[src/rtl/core/csv_byte_stream_parser_macros.svh]
// Assertion macros used by the top level of the CSV byte stream parser RTL.
`ifndef CSV_BYTE_STREAM_PARSER_MACROS_SVH
`define CSV_BYTE_STREAM_PARSER_MACROS_SVH

// Check a property on every clk edge outside of reset.
`define CSVP_ASSERT(label, prop, msg) \
  label: assert property (@(posedge clk) disable iff (rst) prop) else $error(msg);

// Check a property on every clk edge, reset cycles included.
`define CSVP_ASSERT_ALWAYS(label, prop, msg) \
  label: assert property (@(posedge clk) prop) else $error(msg);

`endif

[src/rtl/core/csvp_pkg.sv]
// Types and constants of the CSV byte stream parser.
`default_nettype none

package csvp_pkg;

  localparam int BYTE_W      = 8;
  localparam int KIND_W      = 3;
  localparam int FIELD_W     = 6;
  localparam int CFG_DATA_W  = 11;
  localparam int CFG_INDEX_W = 1;
  localparam int LINE_LIMIT_W   = 11;
  localparam int COLUMN_LIMIT_W = 7;

  localparam int MAX_COLUMNS  = 64;
  localparam int COLUMN_CEIL  = (MAX_COLUMNS < 64) ? MAX_COLUMNS : 64;
  localparam int COLUMN_RESET = 64;
  localparam int LINE_RESET   = 1024;

  localparam logic [CFG_INDEX_W-1:0] REG_LINE_LIMIT   = 1'd0;
  localparam logic [CFG_INDEX_W-1:0] REG_COLUMN_LIMIT = 1'd1;

  localparam logic [KIND_W-1:0] EV_DATA      = 3'd0;
  localparam logic [KIND_W-1:0] EV_FIELD     = 3'd1;
  localparam logic [KIND_W-1:0] EV_RECORD    = 3'd2;
  localparam logic [KIND_W-1:0] EV_QUOTE_ERR = 3'd3;
  localparam logic [KIND_W-1:0] EV_WIDE_ERR  = 3'd4;
  localparam logic [KIND_W-1:0] EV_COLS_ERR  = 3'd5;

  localparam logic [BYTE_W-1:0] CH_COMMA = 8'h2C;
  localparam logic [BYTE_W-1:0] CH_QUOTE = 8'h22;
  localparam logic [BYTE_W-1:0] CH_LF    = 8'h0A;
  localparam logic [BYTE_W-1:0] CH_TAB   = 8'h09;
  localparam logic [BYTE_W-1:0] CH_SPACE = 8'h20;

  typedef enum logic [2:0] {
    MODE_PLAIN  = 3'd0,
    MODE_QUOTED = 3'd1,
    MODE_QMARK  = 3'd2,
    MODE_CLOSED = 3'd3,
    MODE_HALT   = 3'd4
  } mode_t;

  typedef struct packed {
    logic [BYTE_W-1:0] byte_in;
    logic              stream_end;
  } text_item_t;

  typedef struct packed {
    logic [KIND_W-1:0]  event_kind;
    logic [BYTE_W-1:0]  data_byte;
    logic [FIELD_W-1:0] field_index;
  } evt_item_t;

  typedef struct packed {
    logic               emit;
    evt_item_t          evt;
    mode_t              mode_next;
    logic [FIELD_W-1:0] field_next;
  } step_t;

endpackage

`default_nettype wire

[src/rtl/core/csvp_step.sv]
// Per-byte parse step: next mode, field, line count and the event to emit.
`default_nettype none

module csvp_step #(
  parameter int CW = 10
) (
  input  csvp_pkg::text_item_t            item,
  input  csvp_pkg::mode_t                 mode,
  input  logic [csvp_pkg::FIELD_W-1:0]    field,
  input  logic [CW-1:0]                   count,
  input  logic [CW-1:0]                   line_cap,
  input  logic [csvp_pkg::FIELD_W-1:0]    col_cap,
  output csvp_pkg::step_t                 res,
  output logic [CW-1:0]                   count_next
);

  logic [csvp_pkg::BYTE_W-1:0] c;
  logic is_lf;
  logic is_comma;
  logic is_quote;
  logic is_blank;
  logic do_comma;
  logic do_newline;
  logic do_quote_err;

  assign c        = item.byte_in;
  assign is_lf    = (c == csvp_pkg::CH_LF);
  assign is_comma = (c == csvp_pkg::CH_COMMA);
  assign is_quote = (c == csvp_pkg::CH_QUOTE);
  assign is_blank = c inside {csvp_pkg::CH_SPACE, csvp_pkg::CH_TAB};

  always_comb begin
    res                 = '0;
    res.evt.field_index = field;
    res.mode_next       = mode;
    res.field_next      = field;
    count_next          = count;
    do_comma            = 1'b0;
    do_newline          = 1'b0;
    do_quote_err        = 1'b0;

    if (mode == csvp_pkg::MODE_HALT) begin
      res.emit = 1'b0;
    end else if (item.stream_end) begin
      if (mode == csvp_pkg::MODE_QUOTED) begin
        do_quote_err = 1'b1;
      end else begin
        res.emit           = (count != '0);
        res.evt.event_kind = csvp_pkg::EV_RECORD;
        res.mode_next      = csvp_pkg::MODE_PLAIN;
        res.field_next     = '0;
        count_next         = '0;
      end
    end else if (!is_lf && (count >= line_cap)) begin
      res.emit           = 1'b1;
      res.evt.event_kind = csvp_pkg::EV_WIDE_ERR;
      res.mode_next      = csvp_pkg::MODE_HALT;
    end else begin
      if (!is_lf) begin
        count_next = count + 1'b1;
      end
      case (mode)
        csvp_pkg::MODE_PLAIN: begin
          if (is_comma) begin
            do_comma = 1'b1;
          end else if (is_lf) begin
            do_newline = 1'b1;
          end else if (is_quote) begin
            res.mode_next = csvp_pkg::MODE_QUOTED;
          end else begin
            res.emit           = 1'b1;
            res.evt.event_kind = csvp_pkg::EV_DATA;
            res.evt.data_byte  = c;
          end
        end
        csvp_pkg::MODE_QUOTED: begin
          if (is_quote) begin
            res.mode_next = csvp_pkg::MODE_QMARK;
          end else if (is_lf) begin
            do_quote_err = 1'b1;
          end else begin
            res.emit           = 1'b1;
            res.evt.event_kind = csvp_pkg::EV_DATA;
            res.evt.data_byte  = c;
          end
        end
        default: begin
          if ((mode == csvp_pkg::MODE_QMARK) && is_quote) begin
            res.mode_next      = csvp_pkg::MODE_QUOTED;
            res.emit           = 1'b1;
            res.evt.event_kind = csvp_pkg::EV_DATA;
            res.evt.data_byte  = c;
          end else if (is_blank) begin
            res.mode_next = csvp_pkg::MODE_CLOSED;
          end else if (is_comma) begin
            do_comma = 1'b1;
          end else if (is_lf) begin
            do_newline = 1'b1;
          end else begin
            do_quote_err = 1'b1;
          end
        end
      endcase
    end

    if (do_comma) begin
      res.emit = 1'b1;
      if (field >= col_cap) begin
        res.evt.event_kind = csvp_pkg::EV_COLS_ERR;
        res.mode_next      = csvp_pkg::MODE_HALT;
      end else begin
        res.evt.event_kind = csvp_pkg::EV_FIELD;
        res.mode_next      = csvp_pkg::MODE_PLAIN;
        res.field_next     = field + 1'b1;
      end
    end
    if (do_newline) begin
      res.emit           = 1'b1;
      res.evt.event_kind = csvp_pkg::EV_RECORD;
      res.mode_next      = csvp_pkg::MODE_PLAIN;
      res.field_next     = '0;
      count_next         = '0;
    end
    if (do_quote_err) begin
      res.emit           = 1'b1;
      res.evt.event_kind = csvp_pkg::EV_QUOTE_ERR;
      res.mode_next      = csvp_pkg::MODE_HALT;
    end
  end

endmodule

`default_nettype wire

[src/rtl/core/csv_byte_stream_parser.sv]
// Top level of the streaming CSV byte parser.
//
// Text channel (text_valid, text_stall, text_item): one byte per item, or an
// end-of-stream mark when stream_end is set.
// Event channel (evt_valid, evt_stall, evt_item): at most one event per text
// item: a data byte with its field index, a field end, a record end, or an
// error (quote, line too wide, too many columns).
// Configuration: cfg_write with cfg_index and cfg_data sets line_limit (0)
// or column_limit (1); write only while no item is in flight.
// Path: a text item is taken into the input register, and its event is
// loaded into the event register from the combinational parse step between
// the two. Throughput: one item per cycle while the receiver does not stall.
// Reset clears all parse state, restores the default limits and empties
// both registers. An error halts the parser until the next reset; later
// items are taken and dropped.
// When the receiver stalls, the event register holds, one more item may sit
// in the input register, and text_stall rises while that item waits.
`default_nettype none

module csv_byte_stream_parser #(
  parameter int LINE_BYTES = 1024
) (
  input  logic                                clk,
  input  logic                                rst,
  input  logic                                text_valid,
  output logic                                text_stall,
  input  csvp_pkg::text_item_t                text_item,
  output logic                                evt_valid,
  input  logic                                evt_stall,
  output csvp_pkg::evt_item_t                 evt_item,
  input  logic                                cfg_write,
  input  logic [csvp_pkg::CFG_INDEX_W-1:0]    cfg_index,
  input  logic [csvp_pkg::CFG_DATA_W-1:0]     cfg_data
);

`include "csv_byte_stream_parser_macros.svh"

  localparam int CW         = $clog2(LINE_BYTES);
  localparam int LINE_CEIL  = LINE_BYTES;
  localparam int LINE_START = ((csvp_pkg::LINE_RESET < LINE_CEIL) ?
                               csvp_pkg::LINE_RESET : LINE_CEIL) - 2;
  localparam int COL_START  = ((csvp_pkg::COLUMN_RESET < csvp_pkg::COLUMN_CEIL) ?
                               csvp_pkg::COLUMN_RESET : csvp_pkg::COLUMN_CEIL) - 1;

  logic                               s1_valid;
  csvp_pkg::text_item_t               s1_item;
  csvp_pkg::mode_t                    mode;
  logic [csvp_pkg::FIELD_W-1:0]       field;
  logic [CW-1:0]                      count;
  logic [CW-1:0]                      line_cap;
  logic [csvp_pkg::FIELD_W-1:0]       col_cap;
  logic [CW-1:0]                      line_cap_next;
  logic [csvp_pkg::FIELD_W-1:0]       col_cap_next;
  logic [csvp_pkg::LINE_LIMIT_W-1:0]  line_val;
  logic [csvp_pkg::COLUMN_LIMIT_W-1:0] col_val;
  csvp_pkg::step_t                    res;
  logic [CW-1:0]                      count_next;
  logic                               out_free;
  logic                               s1_fire;
  logic                               evt_load;

  assign out_free   = !evt_valid || !evt_stall;
  assign s1_fire    = s1_valid && out_free;
  assign text_stall = s1_valid && !out_free;
  assign evt_load   = s1_fire && res.emit;

  // Clamp the limits once, at write time.
  assign line_val = cfg_data[csvp_pkg::LINE_LIMIT_W-1:0];
  assign col_val  = cfg_data[csvp_pkg::COLUMN_LIMIT_W-1:0];

  always_comb begin
    if (32'(line_val) < 32'd2) begin
      line_cap_next = '0;
    end else if (32'(line_val) >= 32'(LINE_CEIL)) begin
      line_cap_next = CW'(LINE_CEIL - 2);
    end else begin
      line_cap_next = CW'(32'(line_val) - 32'd2);
    end
    if (col_val == '0) begin
      col_cap_next = '0;
    end else if (32'(col_val) >= 32'(csvp_pkg::COLUMN_CEIL)) begin
      col_cap_next = csvp_pkg::FIELD_W'(csvp_pkg::COLUMN_CEIL - 1);
    end else begin
      col_cap_next = csvp_pkg::FIELD_W'(32'(col_val) - 32'd1);
    end
  end

  always_ff @(posedge clk) begin
    if (rst) begin
      line_cap <= CW'(LINE_START);
      col_cap  <= csvp_pkg::FIELD_W'(COL_START);
    end else if (cfg_write) begin
      if (cfg_index == csvp_pkg::REG_LINE_LIMIT) begin
        line_cap <= line_cap_next;
      end
      if (cfg_index == csvp_pkg::REG_COLUMN_LIMIT) begin
        col_cap <= col_cap_next;
      end
    end
  end

  csvp_step #(
    .CW(CW)
  ) u_step (
    .item       (s1_item),
    .mode       (mode),
    .field      (field),
    .count      (count),
    .line_cap   (line_cap),
    .col_cap    (col_cap),
    .res        (res),
    .count_next (count_next)
  );

  always_ff @(posedge clk) begin
    if (rst) begin
      s1_valid <= 1'b0;
    end else if (text_valid && !text_stall) begin
      s1_valid <= 1'b1;
    end else if (s1_fire) begin
      s1_valid <= 1'b0;
    end
  end

  always_ff @(posedge clk) begin
    if (text_valid && !text_stall) begin
      s1_item <= text_item;
    end
  end

  always_ff @(posedge clk) begin
    if (rst) begin
      mode  <= csvp_pkg::MODE_PLAIN;
      field <= '0;
      count <= '0;
    end else if (s1_fire) begin
      mode  <= res.mode_next;
      field <= res.field_next;
      count <= count_next;
    end
  end

  always_ff @(posedge clk) begin
    if (rst) begin
      evt_valid <= 1'b0;
    end else if (out_free) begin
      evt_valid <= evt_load;
    end
  end

  always_ff @(posedge clk) begin
    if (evt_load) begin
      evt_item <= res.evt;
    end
  end

  `CSVP_ASSERT(a_halt_sticky, mode == csvp_pkg::MODE_HALT |=> mode == csvp_pkg::MODE_HALT, "halt left without reset")
  `CSVP_ASSERT(a_err_halts, (evt_load && (res.evt.event_kind == csvp_pkg::EV_QUOTE_ERR || res.evt.event_kind == csvp_pkg::EV_WIDE_ERR || res.evt.event_kind == csvp_pkg::EV_COLS_ERR)) |=> mode == csvp_pkg::MODE_HALT, "error without halt")
  `CSVP_ASSERT(a_s1_hold, (s1_valid && !out_free) |=> (s1_valid && $stable(s1_item)), "waiting item lost")
  `CSVP_ASSERT_ALWAYS(a_reset_clear, rst |=> (mode == csvp_pkg::MODE_PLAIN && !evt_valid && !s1_valid), "reset did not clear")

endmodule

`default_nettype wire
[config.mk]
export PLATFORM = sky130hd
export DESIGN_NAME = csv_byte_stream_parser
export DESIGN_NICKNAME = d
export VERILOG_FILES = /design/src/rtl/core/csvp_pkg.sv /design/src/rtl/core/csvp_step.sv /design/src/rtl/core/csv_byte_stream_parser.sv
export VERILOG_INCLUDE_DIRS = /design/src /design/src/rtl/core
export SDC_FILE = /design/constraint.sdc
export NUM_CORES = 1
export LEC_CHECK = 0
export BUFFER_PORTS_ARGS = -buffer_cell sky130_fd_sc_hd__buf_2
export CAP_MARGIN = 5
export CORE_AREA = 2 2 88 90
export DETAILED_ROUTE_END_ITERATION = 6
export DIE_AREA = 0 0 90 92
export PLACE_DENSITY = 0.78
export SYNTH_ARGS = -nofsm -noshare
export SYNTH_HDL_FRONTEND = slang
export SYNTH_SLANG_ARGS = --single-unit
[constraint.sdc]
create_clock -name clk -period 3.95 [get_ports clk]
set_clock_uncertainty 0.1 [all_clocks]
set_input_delay 0.1975 -clock clk [delete_from_list [all_inputs] [get_ports clk]]
set_output_delay 0.1975 -clock clk [all_outputs]
set_load 0.005 [all_outputs]
==> impl_results.rst, run 1 <==
.. list-table::
   :header-rows: 1

   * - Metric
     - Value
   * - Number of register bits inferred by synthesis
     - 63
   * - Initial antenna violation count
     - 0
   * - Remaining antenna violation count
     - 0
   * - Initial Utilization
     - 48.4%
   * - Proportion of netlist area held by the largest area contributor
     - approximately 22%
   * - Category of the most critical setup path
     - flip-flop to flip-flop
   * - Routed WL per cell
     - 14.3 um
   * - Maximum number of pins on one net before global-route repair
     - 24
   * - Number of fill cells
     - ~700
   * - Cell area after technology mapping
     - 3600 um^2
   * - Area of the die
     - approximately 8300 um^2
   * - Root buf cell
     - clkbuf_8
   * - Aggregate global routing overflow
     - 0
   * - Endpoint required time on the critical path
     - 3830 ps
   * - Maximum clock frequency
     - 0.321 GHz
   * - Top_reg_cell synth
     - dfxtp_1
   * - Resize count post-CTS
     - 0
   * - Number of inserted diodes
     - 0
   * - Height of the die
     - 92 um
   * - Peak VDD IR
     - 0.199 mV
   * - EDFF count, synth
     - 26
   * - Average footprint of a synthesized cell
     - 9.12 um^2
   * - Layout area overhead
     - 14.8%
   * - H-tree depth
     - 3
   * - Cell count after synthesis
     - 395
   * - Area used by sequential logic in the layout
     - about 1500 um^2
   * - Sum of negative setup slack
     - 0 ps
   * - Routability-driven placement congestion ratio
     - 0.984
   * - Via count of the first global-routing pass
     - between 2k and 3k
   * - Wire length of the first global-routing pass
     - 13300 um
   * - Number of port buffers
     - between 40 and 50
   * - Pwr Density
     - approximately 330 nW/um^2
   * - Startpoint type of the worst setup path
     - flip-flop
   * - Yosys Warn Count
     - 0
   * - Final period demand of the worst path
     - 3110 ps
   * - Post-Route WL
     - 7930 um
   * - Distinct cell type count after synthesis
     - 71
   * - Top cells by instance count after synthesis
     - 37 x dfxtp_1, 36 x nor2_1, 34 x a21oi_1, 32 x nand2_1
   * - Unrepaired setup endpoints after global routing
     - no
   * - Final net count
     - 496
   * - Proportion of synthesized chip area in sequential cells
     - 42.3%
   * - Via count of the routed design
     - 3124
   * - Kind of end point of the critical path
     - flip-flop
   * - Number of sinks handled by clock tree synthesis
     - 63
   * - Total nets after synthesis
     - 442
   * - Run status
     - completed
   * - Final max-slew violation count
     - 0
   * - Worst hold slack across all endpoints
     - around 68 ps
   * - Post-CTS Setup Repair Bufs
     - 0
   * - Clock transition at the registers of the reported paths
     - 70 ps
   * - Ys async rst share
     - 0%
   * - IO Count
     - 45
   * - Cell types with the largest area share after synthesis
     - edfxtp_1 22%, dfxtp_1 21%, ha_1 7.3%
   * - Final design utilization
     - 55.5%
   * - Largest area contributor in the synthesized netlist
     - edfxtp_1
   * - Most frequently used cell type in the post-synthesis netlist
     - dfxtp_1
   * - Slew headroom
     - 45.8%
   * - GRT Util Overall
     - 19.8%
   * - Final setup violation count
     - 0
   * - Count of routing violations after the opening detailed-route iteration
     - 262
   * - HPWL after DPL
     - 5810 um
   * - Core area
     - 7450 um^2
   * - Maximum root-to-sink buffer count
     - 2
   * - Share of layout cells above drive strength 1
     - 16.7%
   * - Post-route fraction of the period consumed by the critical path
     - between 70 and 80%
   * - Skew-Pair Late Insertion Delay
     - 350 ps
   * - Static Leak
     - 1.74 nW
   * - Clock buffers created by TritonCTS
     - 9
   * - Hold Violations, Final
     - 0
   * - Slew at the pin closest to its max-slew limit
     - 812 ps
   * - Site Rows
     - 32
   * - Max-capacitance violation count
     - 0
   * - Die W
     - 90 um
   * - CTS tree
     - built
   * - Area of the multi-input gates
     - 1910 um^2
   * - # DRC
     - 0
   * - Mean number of vias per cell
     - 5.62
   * - Data arrival at the endpoint of the critical path
     - 2990 ps
   * - Worst Hold Class
     - input port to flip-flop
   * - Maximum fanout encountered on the critical timing path
     - 17
   * - 1st-pass router iterations
     - 5
critical path, cell delays in order (launching register included):
cell      delay [ps]
edfxtp_1         440
nor3_4           320
and4_1           460
nand2_1          140
a221oi_2         340
a21oi_1           80
o32ai_1          190
o21a_1           670
registers in the layout, summed over array words and instances, names as in the netlist:
name	count
col_cap	6
count	10
evt_item	17
evt_valid	1
field	6
line_cap	10
mode	3
s1_item	9
s1_valid	1
cell families (layout without fill, tap and decap cells):
family | after synthesis | count (layout) | share of synthesized area (%)
buffers and inverters | 38 | 97 | 4.83
xor gates and xnor gates | 13 | 13 | 3.16
muxes | 1 | 1 | 0.313
DFF | 63 | 63 | 42.3
adders and majority gates | 21 | 21 | 7.30
AOI/OAI and AO/OA | 107 | 107 | 19.6
and+or+nand+nor | 152 | 152 | 22.6
cell type report:
cell class                      instances  area share (%)
Multi-Input combinational cell        294            46.1
Sequential cell                        63            36.8
Timing Repair Buffer                   54            7.75
Clock buffer                           11            3.18
Tap cell                              102            3.09
Inverter                               27            2.45
Clock inverter                          5           0.606
metrics by stage:
| step | instance area [um^2] | total power [mW] | worst slack, ps | instances |
|---|---|---|---|---|
| after floorplan | 3600 | 0.847 | 1250 | 395 |
| after global placement | 3880 | 0.893 | 976 | 530 |
| after detailed placement | 3880 | 0.900 | 848 | 530 |
| after CTS | 4130 | 1.36 | 846 | 556 |
| after global routing | 4130 | 1.41 | 528 | 556 |
| final | 4130 | 1.35 | 835 | 556 |
cell usage in the layout, fill, tap and decap left out, types with 6 or more instances in the layout:
master,synthesis,layout
o21ai_0,26,26
and2_1,8,8
ha_1,21,21
edfxtp_1,26,26
buf_2,0,44
dlygate4sd3_1,0,10
inv_1,26,26
dfxtp_1,37,37
xor2_1,6,6
nor4_1,6,6
a21oi_1,34,34
nand2_1,32,32
xnor2_1,7,7
nor3_1,13,13
clkbuf_8,0,9
nand3_1,10,10
nand2b_1,7,7
nor2_1,36,36
power by group:
part	switching, mW	total [mW]	internal, mW
combinational	0.0963	0.166	0.0695
sequential	0.0220	0.730	0.708
clock	0.236	0.457	0.221
total	0.355	1.35	0.998
routing by layer:
layer	share of wire [%]	global-route usage (%)	vias to the layer above
li1	-	-	1559
met1	44	23.5	1451
met2	49	34.0	100
met3	5.5	5.67	14
met4	1.8	7.95	0
met5	0	0	-
timing repair:
action	CTS	global route
endpoints found under the hold margin	10	0
endpoints found under the setup margin	0	0
hold buffers	10	0
path summary, 6_finish.rpt:
kind	from	cells after the start	to	slack, ps
setup / recovery	s1_item[5]	7	evt_item[7]	840
hold / removal	evt_stall	3	evt_valid	70
setup reg to reg	s1_item[5]	7	evt_item[7]	840
hold reg to reg	col_cap[3]	2	col_cap[3]	370
(Power assumes the default switching activity.)
==> run 2, diff against run 1 <==
clock period = 3.2 ns   (was 3.95 ns; I/O delays follow)
==> run 2 against run 1 <==
Compared with the run above:
- clock power increased by 35%
- sequential power is 23% higher
- cell area grew 1.0%
- non-clock buffer count is 3 higher
- critical endpoint is now mode[0]
==> impl_results.rst, run 2 (same netlist as run 1, synthesis figures left out) <==
.. list-table::
   :header-rows: 1

   * - Metric
     - Value
   * - Clock transition at the registers of the reported paths
     - 70 ps (about the same)
   * - Post-Route WL
     - 8010 um (was 7930 um)
   * - Slew headroom
     - 47.7% (was 45.8%)
   * - Finished Cell Area
     - 4180 um^2 (was 4130 um^2)
   * - Category of the most critical setup path
     - flip-flop to flip-flop (unchanged)
   * - IO Count
     - 45 (unchanged)
   * - Site Rows
     - 32 (unchanged)
   * - Count of routing violations after the opening detailed-route iteration
     - 258 (was 262)
   * - Share of total power in sequential cells
     - 52.2% (was 53.9%)
   * - Maximum number of pins on one net before global-route repair
     - 24 (unchanged)
   * - Peak VDD IR
     - 0.231 mV (was 0.199 mV)
   * - 1st-pass router iterations
     - 6 (was 5)
   * - Initial antenna violation count
     - 0 (unchanged)
   * - Aggregate global routing overflow
     - 0 (unchanged)
   * - Via count of the routed design
     - 3172 (was 3124)
   * - Endpoint required time on the critical path
     - 3370 ps (was 3830 ps)
   * - Maximum root-to-sink buffer count
     - 2 (unchanged)
   * - Routability-driven placement congestion ratio
     - 0.929 (was 0.984)
   * - Skew-Pair Late Insertion Delay
     - 350 ps (about the same)
   * - Startpoint type of the worst setup path
     - flip-flop (unchanged)
   * - Height of the die
     - 92 um (unchanged)
   * - H-tree depth
     - 3 (unchanged)
   * - Layout area overhead
     - 15.9% (was 14.8%)
   * - Remaining antenna violation count
     - 0 (unchanged)
   * - Resize count post-CTS
     - 0 (unchanged)
   * - Sum of negative setup slack
     - 0 ps (unchanged)
   * - Number of inserted diodes
     - 0 (unchanged)
   * - Most common library cell in the layout ignoring fill and taps
     - buf_2 (unchanged)
   * - Core area
     - 7450 um^2 (unchanged)
   * - Leading cell types in the layout, fill and taps excluded
     - 44 x buf_2, 37 x dfxtp_1, 36 x nor2_1 (unchanged)
   * - CTS tree
     - built (unchanged)
   * - Kind of end point of the critical path
     - flip-flop (unchanged)
   * - Final max-slew violation count
     - 0 (unchanged)
   * - Die W
     - 90 um (unchanged)
   * - Count of placed standard cells in the final layout, fillers left out
     - 559 (was 556)
   * - Mean number of vias per cell
     - 5.67 (was 5.62)
   * - Post-place instance area
     - 3900 um^2 (was 3880 um^2)
   * - Switching power summed over all nets
     - 0.444 mW (was 0.355 mW)
   * - Final period demand of the worst path
     - 2950 ps (was 3110 ps)
   * - Switching power as a share of total power
     - 25.8% (was 26.2%)
   * - Share of layout cells above drive strength 1
     - 17.7% (was 16.7%)
   * - GRT Util Overall
     - 20.5% (was 19.8%)
   * - Relative contribution of combinational cells to total power
     - 12.1% (was 12.3%)
   * - Hold Violations, Final
     - 0 (unchanged)
   * - Pwr Density
     - 413 nW/um^2 (was 327 nW/um^2)
   * - Number of flip-flops under the largest register name
     - 17 (unchanged)
   * - Data arrival at the endpoint of the critical path
     - 3120 ps (was 2990 ps)
   * - # DRC
     - 0 (unchanged)
   * - Reg with most FFs
     - evt_item (unchanged)
   * - Worst hold slack across all endpoints
     - 28.9 ps (was 67.6 ps)
   * - Number of sinks handled by clock tree synthesis
     - 63 (unchanged)
   * - Cell Int Power
     - 1.28 mW (was 0.998 mW)
   * - Worst-case register-to-register setup slack
     - 250 ps (was 840 ps)
   * - Post-route fraction of the period consumed by the critical path
     - 92.1% (was 78.8%)
   * - Unrepaired setup endpoints after global routing
     - no (unchanged)
   * - Number of port buffers
     - 44 (unchanged)
   * - Slew at the pin closest to its max-slew limit
     - 782 ps (was 812 ps)
   * - Run status
     - completed (unchanged)
   * - Initial Utilization
     - 48.4% (unchanged)
   * - Routed WL per cell
     - 14.3 um (about the same)
   * - Max-capacitance violation count
     - 0 (unchanged)
   * - Maximum fanout encountered on the critical timing path
     - 7 (was 17)
   * - Wire length of the first global-routing pass
     - 13700 um (was 13300 um)
   * - Root buf cell
     - clkbuf_8 (unchanged)
   * - Maximum clock frequency
     - 0.339 GHz (was 0.321 GHz)
   * - Number of cells in the design after placement
     - 533 (was 530)
   * - Static Leak
     - 1.76 nW (was 1.74 nW)
   * - Worst Hold Class
     - input port to flip-flop (unchanged)
   * - Clock buffers created by TritonCTS
     - 9 (unchanged)
   * - Final setup violation count
     - 0 (unchanged)
   * - Area of the die
     - 8280 um^2 (unchanged)
   * - Clock share of power
     - 35.7% (was 33.8%)
   * - HPWL after DPL
     - 5930 um (was 5810 um)
   * - Regs by FF count
     - evt_item x17, count x10, line_cap x10 (unchanged)
   * - Via count of the first global-routing pass
     - 3080 (was 2940)
   * - Final net count
     - 499 (was 496)
run 2: changes by cell type in the layout (fill, tap and decap cells not counted):
cell | previous run | this run
buf_4 | 0 | 3
clkinv_1 | 3 | 2
clkbuf_1 | 2 | 1
clkbuf_8 | 9 | 11
run 2: stage by stage:
stage	power (mW)	util, %	setup slack (ps)
finish	1.72	56.1	254
global route	1.80	56.1	67.3
floorplan	1.05	-	503
detailed placement	1.11	52.4	342
global placement	1.11	52.4	426
CTS	1.74	56.1	282
run 2: routing by layer:
metal	part of all wire, %	global-route usage, %
met1	41	23.3
met2	49	35.5
met3	7.3	5.51
met4	2.0	10.5
met5	0	0
run 2: final timing paths:
| kind | startpoint | endpoint | cells after the start |
|---|---|---|---|
| min reg2reg | col_cap[3] | col_cap[3] | 2 |
| max | count[0] | mode[0] | 10 |
| max reg2reg | count[0] | mode[0] | 10 |
| min | evt_stall | evt_valid | 3 |
run 2: power by group through the flow:
stage / combinational, mW / sequential [mW] / clock (mW)
finish: 0.208 / 0.900 / 0.616
global route: 0.236 / 0.904 / 0.657
global placement: 0.191 / 0.915 / 0
detailed placement: 0.197 / 0.917 / 0
floorplan: 0.136 / 0.910 / 0
CTS: 0.207 / 0.899 / 0.631
run 2: final cells by class:
type / instances / area, um^2
Multi-Input combinational cell: 294 / 1910
Tap cell: 102 / 128
Fill cell: 699 / 3270
Timing Repair Buffer: 57 / 343
Inverter: 27 / 101
Sequential cell: 63 / 1520
Clock inverter: 4 / 21.3
Clock buffer: 12 / 155
run 2: worst max-delay path: stages, from the launching register on:
cell and delay [ps]:
dfxtp_1 370, inv_1 90, ha_1 280, nand2b_1 140
a211oi_1 310, nor3_1 140, o21a_1 280, o21bai_1 310
o31ai_2 170, or4_1 500, a21oi_1 170
run 2: what timing repair did:
| action | CTS | global route |
|---|---|---|
| endpoints found under the hold margin | 10 | 0 |
| buffers inserted | 0 | 0 |
| hold buffers | 10 | 0 |
